File: src/rtl/dptu_pkg.sv
`default_nettype none

package dptu_pkg;

   localparam int REQ_TDATA_W = 16;
   localparam int REQ_TUSER_W = 4;
   localparam int RSP_TDATA_W = 16;

   localparam logic [1:0] FUNC_ADVANCE  = 2'd0;
   localparam logic [1:0] FUNC_READ     = 2'd1;
   localparam logic [1:0] FUNC_WRITE    = 2'd2;
   // Unassigned code; it only advances time.
   localparam logic [1:0] FUNC_RESERVED = 2'd3;

   typedef enum logic [1:0] {
      SEL_DIVIDER = 2'd0,
      SEL_COUNTER = 2'd1,
      SEL_MODULO  = 2'd2,
      SEL_CONTROL = 2'd3
   } sel_type;

   localparam logic [4:0] CYCLE_CAP       = 5'd16;
   localparam int         ENABLE_BIT      = 2;
   localparam logic [7:0] COUNT_MAX       = 8'hFF;
   localparam logic [10:0] PERIOD_RESET   = 11'd1024;

   typedef struct packed {
      logic [1:0] func;
      sel_type    reg_sel;
      logic [7:0] write_data;
      logic [4:0] cycles;
   } item_type;

   typedef struct packed {
      logic [7:0] read_data;
      logic       timer_irq;
   } result_type;

   // Timer period selected by the two low control bits.
   function automatic logic [10:0] period_of(input logic [1:0] rate);
      logic [10:0] p;
      unique case (rate)
         2'd0:    p = 11'd1024;
         2'd1:    p = 11'd16;
         2'd2:    p = 11'd64;
         default: p = 11'd256;
      endcase
      return p;
   endfunction

endpackage

`default_nettype wire

File: src/rtl/dptu_req_stage.sv
`default_nettype none

module dptu_req_stage
   import dptu_pkg::*;
(
   input  wire logic                   clock,
   input  wire logic                   reset,
   input  wire logic                   req_tvalid,
   output logic                        req_tready,
   // write_data [7:0], cycles [12:8], zero fill above
   input  wire logic [REQ_TDATA_W-1:0] req_tdata,
   // func [1:0], reg_sel [3:2]
   input  wire logic [REQ_TUSER_W-1:0] req_tuser,
   input  wire logic                   take,
   output logic                        item_valid,
   output item_type                    item
);

   logic     valid_ff, valid_in;
   item_type item_ff, item_in;

   // The held transaction leaves in the same cycle that a new one arrives.
   assign req_tready = !valid_ff || take;

   always_comb begin
      valid_in = valid_ff;
      item_in  = item_ff;
      if (req_tready) begin
         valid_in = req_tvalid;
      end
      if (req_tvalid && req_tready) begin
         item_in.func       = req_tuser[1:0];
         item_in.reg_sel    = sel_type'(req_tuser[3:2]);
         item_in.write_data = req_tdata[7:0];
         item_in.cycles     = req_tdata[12:8];
      end
   end

   always_ff @(posedge clock) begin
      if (reset) begin
         valid_ff <= 1'b0;
      end else begin
         valid_ff <= valid_in;
      end
      item_ff <= item_in;
   end

   assign item_valid = valid_ff;
   assign item       = item_ff;

endmodule

`default_nettype wire

File: src/rtl/dptu_core.sv
`default_nettype none

module dptu_core
   import dptu_pkg::*;
(
   input  wire logic     clock,
   input  wire logic     reset,
   input  wire logic     take,
   input  wire item_type item,
   output result_type    result
);

   logic [7:0]  div_ff, div_in;
   logic [7:0]  sub_ff, sub_in;
   logic [7:0]  count_ff, count_in;
   logic [7:0]  modulo_ff, modulo_in;
   logic [7:0]  control_ff, control_in;
   logic [10:0] period_ff, period_in;

   always_comb begin
      logic [4:0]  cyc;
      logic [8:0]  sub_sum;
      logic [11:0] left;
      logic [11:0] reload;
      logic        tick;
      logic        irq;
      logic [7:0]  rd;

      cyc     = (item.cycles > CYCLE_CAP) ? CYCLE_CAP : item.cycles;
      sub_sum = {1'b0, sub_ff} + {4'b0, cyc};
      sub_in  = sub_sum[7:0];
      div_in  = div_ff + {7'b0, sub_sum[8]};

      // The period count runs only while enabled; zero or below means a tick.
      left   = {1'b0, period_ff} - {7'b0, cyc};
      reload = left + {1'b0, period_of(control_ff[1:0])};
      tick   = control_ff[ENABLE_BIT] && (left[11] || (left == 12'd0));
      irq    = tick && (count_ff == COUNT_MAX);

      period_in  = period_ff;
      if (control_ff[ENABLE_BIT]) begin
         period_in = tick ? reload[10:0] : left[10:0];
      end

      count_in = count_ff;
      if (irq) begin
         count_in = modulo_ff;
      end else if (tick) begin
         count_in = count_ff + 8'd1;
      end

      modulo_in  = modulo_ff;
      control_in = control_ff;
      rd         = 8'd0;

      // Register access sees the state after the time advance.
      if (item.func == FUNC_READ) begin
         unique case (item.reg_sel)
            SEL_DIVIDER: rd = div_in;
            SEL_COUNTER: rd = count_in;
            SEL_MODULO:  rd = modulo_ff;
            SEL_CONTROL: rd = control_ff;
            default:     rd = 8'd0;
         endcase
      end else if (item.func == FUNC_WRITE) begin
         unique case (item.reg_sel)
            SEL_DIVIDER: div_in = 8'd0;
            SEL_COUNTER: count_in = item.write_data;
            SEL_MODULO:  modulo_in = item.write_data;
            SEL_CONTROL: begin
               control_in = item.write_data;
               period_in  = period_of(item.write_data[1:0]);
            end
            default: ;
         endcase
      end

      result.read_data = rd;
      result.timer_irq = irq;
   end

   always_ff @(posedge clock) begin
      if (reset) begin
         div_ff     <= 8'd0;
         sub_ff     <= 8'd0;
         count_ff   <= 8'd0;
         modulo_ff  <= 8'd0;
         control_ff <= 8'd0;
         period_ff  <= PERIOD_RESET;
      end else if (take) begin
         div_ff     <= div_in;
         sub_ff     <= sub_in;
         count_ff   <= count_in;
         modulo_ff  <= modulo_in;
         control_ff <= control_in;
         period_ff  <= period_in;
      end
   end

endmodule

`default_nettype wire

File: src/rtl/divider_and_programmable_timer_unit.sv
// Channel   Direction  Handshake              Payload
// req       in         req_tvalid/req_tready  req_tdata, req_tuser
// rsp       out        rsp_tvalid/rsp_tready  rsp_tdata
//
// One transaction per clock cycle sustained while responses are taken; each one is answered
// by exactly one response, passing through the input register and then the result
// register around the single pass of timer logic.
// Reset is synchronous and returns all timer registers to their power-up values.
// A stalled response holds the result register; the held request then waits, and a
// new request is taken only while the input register is empty or being emptied.
`default_nettype none

module divider_and_programmable_timer_unit
   import dptu_pkg::*;
(
   input  wire logic                   clock,
   input  wire logic                   reset,
   input  wire logic                   req_tvalid,
   output logic                        req_tready,
   // write_data [7:0], cycles [12:8], zero fill above
   input  wire logic [REQ_TDATA_W-1:0] req_tdata,
   // func [1:0], reg_sel [3:2]
   input  wire logic [REQ_TUSER_W-1:0] req_tuser,
   output logic                        rsp_tvalid,
   input  wire logic                   rsp_tready,
   // read_data [7:0], timer_irq [8], zero fill above
   output logic [RSP_TDATA_W-1:0]      rsp_tdata
);

   logic       item_valid;
   item_type   item;
   result_type result;
   logic       take;

   logic       rsp_valid_ff, rsp_valid_in;
   result_type rsp_ff, rsp_in;

   assign take = item_valid && (!rsp_valid_ff || rsp_tready);

   dptu_req_stage u_req_stage (
      .clock      (clock),
      .reset      (reset),
      .req_tvalid (req_tvalid),
      .req_tready (req_tready),
      .req_tdata  (req_tdata),
      .req_tuser  (req_tuser),
      .take       (take),
      .item_valid (item_valid),
      .item       (item)
   );

   dptu_core u_core (
      .clock  (clock),
      .reset  (reset),
      .take   (take),
      .item   (item),
      .result (result)
   );

   always_comb begin
      rsp_valid_in = rsp_valid_ff;
      rsp_in       = rsp_ff;
      if (take) begin
         rsp_valid_in = 1'b1;
         rsp_in       = result;
      end else if (rsp_tready) begin
         rsp_valid_in = 1'b0;
      end
   end

   always_ff @(posedge clock) begin
      if (reset) begin
         rsp_valid_ff <= 1'b0;
      end else begin
         rsp_valid_ff <= rsp_valid_in;
      end
      rsp_ff <= rsp_in;
   end

   assign rsp_tvalid = rsp_valid_ff;
   assign rsp_tdata  = {{(RSP_TDATA_W - 9){1'b0}}, rsp_ff.timer_irq, rsp_ff.read_data};

endmodule

`default_nettype wire

File: config.mk
export PLATFORM = sky130hd
export DESIGN_NAME = divider_and_programmable_timer_unit
export DESIGN_NICKNAME = d
export VERILOG_FILES = /design/src/rtl/dptu_pkg.sv /design/src/rtl/dptu_req_stage.sv /design/src/rtl/dptu_core.sv /design/src/rtl/divider_and_programmable_timer_unit.sv
export SDC_FILE = /design/constraint.sdc
export NUM_CORES = 1
export LEC_CHECK = 0
export ABC_CLOCK_PERIOD_IN_PS = 4600
export BUFFER_PORTS_ARGS = -buffer_cell sky130_fd_sc_hd__buf_2
export CAP_MARGIN = 20
export CORE_ASPECT_RATIO = 2
export CORE_UTILIZATION = 44
export DETAILED_ROUTE_END_ITERATION = 8
export PLACE_DENSITY = 0.65
export SETUP_SLACK_MARGIN = 0.1
export SLEW_MARGIN = 5
export SYNTH_ARGS = -nofsm -noshare
export SYNTH_HDL_FRONTEND = slang
export SYNTH_SLANG_ARGS = --single-unit
File: constraint.sdc
create_clock -name clock -period 4.6 [get_ports clock]
set_input_delay 0.23 -clock clock [delete_from_list [all_inputs] [get_ports clock]]
set_output_delay 0.23 -clock clock [all_outputs]
set_load 0.005 [all_outputs]
* Word-level counts from Yosys, hierarchy flattened
Index checks and enable logic that the tools add are counted.
** Word-level totals
- Memories :: 0
- Memory bits (writable) :: 0
- Memory bits (read-only) :: 0
- Flip-flop bits (word level) :: 79
- Logic and storage cells :: 66
- Bits in latches :: 0
** Cells by class
- Equality and inequality tests :: 10
- Multiplexer cells :: 19
- Bitwise operators :: 1
- Add/subtract/negate cells :: 5
- Shift-type cells :: 0
- Reductions and logical operators :: 16
- Multipliers :: 0
- Div/mod/pow operators :: 0
- $lt $le $gt $ge :: 1
** Operators by type and width (number)
- one-hot mux 11 bit (3 select lines) :: 2
- 2-to-1 mux 8 bit :: 8
- 2-to-1 mux 11 bit :: 5
- one-hot mux 8 bit (4 select lines) :: 1
- zero test 12 bit :: 1
- subtractor 11 x 5 -> 12 bit :: 1
- adder 11 bit :: 1
- equality test 2 bit, second input constant :: 5
- adder 8 x 5 -> 9 bit :: 1
- adder 8 x 1 -> 8 bit :: 1
- adder 8 x 1 -> 8 bit, second input constant :: 1
- equality test 2 x 1 -> 1 bit, second input constant :: 4
- equality test 8 bit, second input constant :: 1
- AND reduction 4 bit :: 2
- zero test 2 bit :: 3
- > comparator 5 bit, second input constant :: 1
- 2-to-1 mux 5 bit :: 1
- logical AND 1 bit :: 4
- logical OR 1 bit :: 3
- zero test 1 bit :: 2
- 2-to-1 mux 1 bit :: 2
- nonzero test 2 bit :: 1
- NOT 1 bit :: 1

* Logic depth before layout (Yosys ltp)
- Depth in word-level cells :: 11
- Depth in mapped cells :: 16
- Mapped depth without buffers :: 16

* Modules after synthesis
From an unflattened synthesis, not the netlist that was laid out.
** Second synthesis, totals
- Cells, all modules :: 505
- Area, all modules :: 4543.1 µm²
** Modules (own cells, without submodules)
- dptu_core :: area each 3595.9 µm², seq. area each 1021.0 µm², times used 1, cells an instance 461
- dptu_req_stage :: area each 565.5 µm², seq. area each 530.5 µm², times used 1, cells an instance 22
- divider_and_programmable_timer_unit :: area each 381.6 µm², seq. area each 290.3 µm², times used 1, cells an instance 22

* Worst setup path after synthesis
Ideal clock, no wire load.
- Kind :: reg2reg
- Start :: reg u_req_stage.item_ff (netlist bit u_req_stage.item[4])
- End :: reg u_core.period_ff[10]
- Cell stages (with the launch flop) :: 16
- Arrival :: 3.240 ns
- Setup time :: 0.062 ns
- Clock period less this slack :: 3.302 ns
- Buffers on the path :: 0
- Setup slack :: 1.298 ns
- Cell sequence :: edfxtp_1 inv_1 nand2_1 ha_1 nor2b_1 o21ai_0 or3b_2 and2_1 ha_1 ha_1 a21o_1 a21oi_1 nor3b_1 xnor2_1 or4b_1 nand3_1
** Between the ends
- Cells in the longest elaborated chain, start to end :: 11
- Elaborated cells between the ends (all ways) :: 12
- Classes of those cells :: add/sub: 2; order compare: 1; mux: 6; reduce/logical: 3
** RTL lines
- start, declared :: line dptu_req_stage.sv:20 : item_type item_ff, item_in;
- start signal, assigned :: line dptu_req_stage.sv:45 : item_ff <= item_in;
- > comparator 5 bit :: line dptu_core.sv:29 : cyc = (item.cycles > CYCLE_CAP) ? CYCLE_CAP : item.cycles;
- 2-to-1 mux 5 bit (*) :: line dptu_core.sv:29
- subtractor 11 x 5 -> 12 bit (*) :: line dptu_core.sv:35 : left = {1'b0, period_ff} - {7'b0, cyc};
- parallel branches: the longest is 3 deep, another holds adder 11 bit
- 2-to-1 mux 11 bit (*) :: line dptu_core.sv:42 : period_in = tick ? reload[10:0] : left[10:0];
- 2-to-1 mux 11 bit (*) :: line dptu_core.sv:41 : if (control_ff[ENABLE_BIT]) begin
- 2-to-1 mux 11 bit :: line dptu_core.sv:66 : unique case (item.reg_sel)
- 2-to-1 mux 11 bit :: line dptu_core.sv:65 : end else if (item.func == FUNC_WRITE) begin
- 2-to-1 mux 11 bit (*) :: line dptu_core.sv:57 : if (item.func == FUNC_READ) begin
- end signal, assigned :: line dptu_core.sv:96 : period_ff <= period_in;
- end, declared :: line dptu_core.sv:18 : logic [10:0] period_ff, period_in;
Every way passes the cells marked *.
A chain may end at the register's enable or synchronous reset.

* Final worst setup path
Ends and elaborated chain as after synthesis.

==> results.py <==
metrics = {
    "routing": {
        "antenna_left": 0,
        "wl_um": 11700,
        "drcViolationCount": 0,
        "via_per_inst": 5.84,
        "dr_total_vias": 3927,
        "drt-initial-drc-count": 216,
        "wl_per_cell_um": 17.4,
        "drtPass1Iterations": 4,
    },
    "clock_tree": {
        "h-tree-depth": 3,
        "cts_tree": "built",
        "cts_root_buf": "clkbuf_16",
        "hold_buffers": 0,
        "clock_latency_ns": 0.34,
        "cts_buffers": 9,
        "cts_sinks": 79,
        "cts.repair.resized": 0,
        "cts_buffer_depth": 2,
        "postCtsSetupBuffers": 0,
        "cts.clk_slew.worst_paths_ns": 0.06,
    },
    "timing": {
        "finalHoldViolCount": 0,
        "tns_ns": 0,
        "slew_viol_final": 0,
        "fin_worst_skew_ns": 0.00612,
        "setup_viol": 0,
        "fin_crit_ns": 4.01,
        "timing.final.crit_share": 0.871,
        "timing.fmax_ghz": 0.249,
        "worst_slew_pin_slew_ns": 0.813,
        "slew_headroom": 0.458,
        "rsz0062_at_grt": "no",
    },
    "global_route": {
        "grt_max_degree": 48,
        "track_usage": 0.242,
        "grt_pass1_wl_um": 19000,
        "overflow": 0,
        "antenna_found_initial": 0,
        "grt_pass1_vias": 3860,
    },
    "critical_path": {
        "worstPathRequired_ns": 4.88,
        "crit_fanout": 14,
        "arrival_ns": 4.29,
        "critPathLaunchType": "flop",
        "critPathKind": "reg2reg",
        "worst_setup_path_end_kind": "flop",
    },
    "layout": {
        "multi_input_area_um2": 2420,
        "register_area_um2": 1840,
        "nets": 579,
        "fillerInstances": 966,
        "diodes": 0,
        "syn2layout_area_growth_pct": 12.1,
        "drive_gt1_frac": 0.105,
    },
    "floorplan": {
        "floorplan.initialDensity": 0.455,
        "fp.dieH_um": 144,
        "placementRows": 51,
        "coreArea_um2": 9830,
        "die_area_um2": 10600,
        "dieWidth_um": 73.2,
        "pin_count": 42,
    },
    "outcome": {
        "status": "completed",
    },
    "placed_design": {
        "dp_hpwl_um": 8590,
        "port_buffers": 31,
        "gp_congestion": 0.939,
    },
    "yosys": {
        "yosysUniqueCellTypes": 61,
        "ys_ff_latch": 79,
        "synthArstFlopShare": 0,
        "ys.flop_type": "dfxtp_1",
        "syn_inst": 518,
        "syn_area_um2": 4470,
        "synth_edf_count": 26,
        "ys_warn_count": 0,
        "avgSynthCellArea_um2": 8.62,
        "ys_seq_area_frac": 0.412,
    },
    "min_path": {
        "min_path_type": "in2reg",
    },
    "power": {
        "power.leakage_nw": 1.92,
        "p_per_area_nw_per_um2": 334,
        "power.total_mw": 1.67,
        "peakVddDrop_mv": 0.378,
    },
    "run": {
        "max_cap_violations": 0,
    },
}
worst max-delay path, stage by stage (launching register included):
cell	delay (ns)
edfxtp_1	0.39
inv_1	0.12
nand2_1	0.15
inv_1	0.10
fa_1	0.44
nor2b_1	0.25
o31a_1	0.29
o2111ai_1	0.31
nor4_2	0.45
nand3b_1	0.41
and2_4	0.40
or4b_1	0.55
nand3_1	0.10
layout by cell type (no fill, tap or decap), types with 3 or more instances in the layout:
| master | netlist | routed |
|---|---|---|
| or3_1 | 4 | 4 |
| edfxtp_1 | 26 | 26 |
| ha_1 | 17 | 17 |
| a211o_1 | 4 | 4 |
| buf_4 | 7 | 4 |
| o21a_1 | 6 | 6 |
| nand2_1 | 59 | 59 |
| a21oi_1 | 46 | 46 |
| o31ai_1 | 7 | 7 |
| a221oi_1 | 4 | 4 |
| buf_2 | 3 | 31 |
| and2_1 | 7 | 7 |
| conb_1 | 1 | 7 |
| nand3_1 | 21 | 21 |
| clkbuf_16 | 0 | 9 |
| xor2_1 | 3 | 3 |
| nor2b_1 | 8 | 8 |
| o21ai_0 | 24 | 24 |
| mux2i_1 | 18 | 18 |
| xnor2_1 | 12 | 12 |
| and3_1 | 13 | 13 |
| o31a_1 | 5 | 5 |
| o22ai_1 | 10 | 10 |
| o2111ai_1 | 3 | 3 |
| nor3_1 | 8 | 8 |
| inv_1 | 18 | 18 |
| dfxtp_1 | 53 | 53 |
| nor2_1 | 52 | 52 |
| a22oi_1 | 6 | 6 |
| a21o_1 | 3 | 3 |
| a31oi_1 | 6 | 6 |
cell type report:
type	instances	area share
clock inverters	4	0.0137
repair buffers	35	0.0370
inverters	19	0.0142
flip-flops and latches	79	0.368
well taps	132	0.0330
clock buffers	12	0.0512
multi-input cells	392	0.483
state kept, by name, indices dropped and copies added, names as in the netlist, 8 cells and up:
register           flops
u_req_stage.item      17
u_core.control_ff      8
u_core.count_ff        8
u_core.sub_ff          8
u_core.modulo_ff       8
u_core.div_ff          8
u_core.period_ff      11
rsp_tdata              9
cells in the mapped netlist (5+ instances only):
| library cell | n | area, um^2 |
|---|---|---|
| xnor2_1 | 12 | 105 |
| inv_1 | 18 | 67.6 |
| o21ai_0 | 24 | 120 |
| mux2i_1 | 18 | 180 |
| ha_1 | 17 | 213 |
| and3_1 | 13 | 81.3 |
| o21a_1 | 6 | 45.0 |
| buf_4 | 7 | 52.6 |
| nand2_1 | 59 | 221 |
| edfxtp_1 | 26 | 781 |
| nand3_1 | 21 | 105 |
| a21oi_1 | 46 | 230 |
| nor3_1 | 8 | 40.0 |
| clkbuf_1 | 22 | 82.6 |
| and2_1 | 7 | 43.8 |
| o22ai_1 | 10 | 62.6 |
| dfxtp_1 | 53 | 1060 |
| nor2b_1 | 8 | 50.1 |
| o31a_1 | 5 | 43.8 |
| a22oi_1 | 6 | 45.0 |
| o31ai_1 | 7 | 52.6 |
| a31oi_1 | 6 | 37.5 |
| nor2_1 | 52 | 195 |
stage by stage:
step                      hold WS (ns)   util  instances  area (um^2)  worst slack (ns)
after floorplan                  0.329      -        524         4490              1.30
after global placement           0.407  0.476        657         4680             0.731
after detailed placement         0.408  0.476        657         4680             0.644
after CTS                       0.0535  0.510        673         5010             0.625
after global routing            0.0500  0.510        673         5010             0.331
final                           0.0628  0.510        673         5010             0.591
worst paths after layout:
kind                                       from                           endpoint  slack [ns]  cells after the start
hold reg to reg   u_core.sub_ff[4]$_SDFFE_PP0P_      u_core.sub_ff[4]$_SDFFE_PP0P_        0.45                      2
hold / removal                    req_tdata[11]      u_req_stage.item[3]$_DFFE_PP_        0.06                      1
setup / recovery  u_req_stage.item[4]$_DFFE_PP_  u_core.period_ff[10]$_SDFFE_PP1P_        0.59                     12
setup reg to reg  u_req_stage.item[4]$_DFFE_PP_  u_core.period_ff[10]$_SDFFE_PP1P_        0.59                     12
logic make-up after synthesis:
logic type / share of synthesized area
AO/OA/AOI/OAI: 0.211
XOR/XNOR: 0.0294
adder cells (fa/ha/maj): 0.0566
buffers and inverters: 0.0513
flip-flops: 0.412
multiplexers: 0.0429
other: 0.000840
AND/OR/NAND/NOR: 0.196
routing by layer:
layer / share of wire / track usage
met4: 0.074 / 0.180
met3: 0.046 / 0.0411
met5: 0 / 0
met1: 0.35 / 0.250
met2: 0.53 / 0.425
report_power, final:
part	switching (mW)	leakage, nW	internal (mW)	total, mW
combinational	0.0855	1.08	0.0505	0.136
clock	0.273	0.160	0.502	0.775
sequential	0.0186	0.677	0.742	0.760
(Power assumes the default switching activity.)
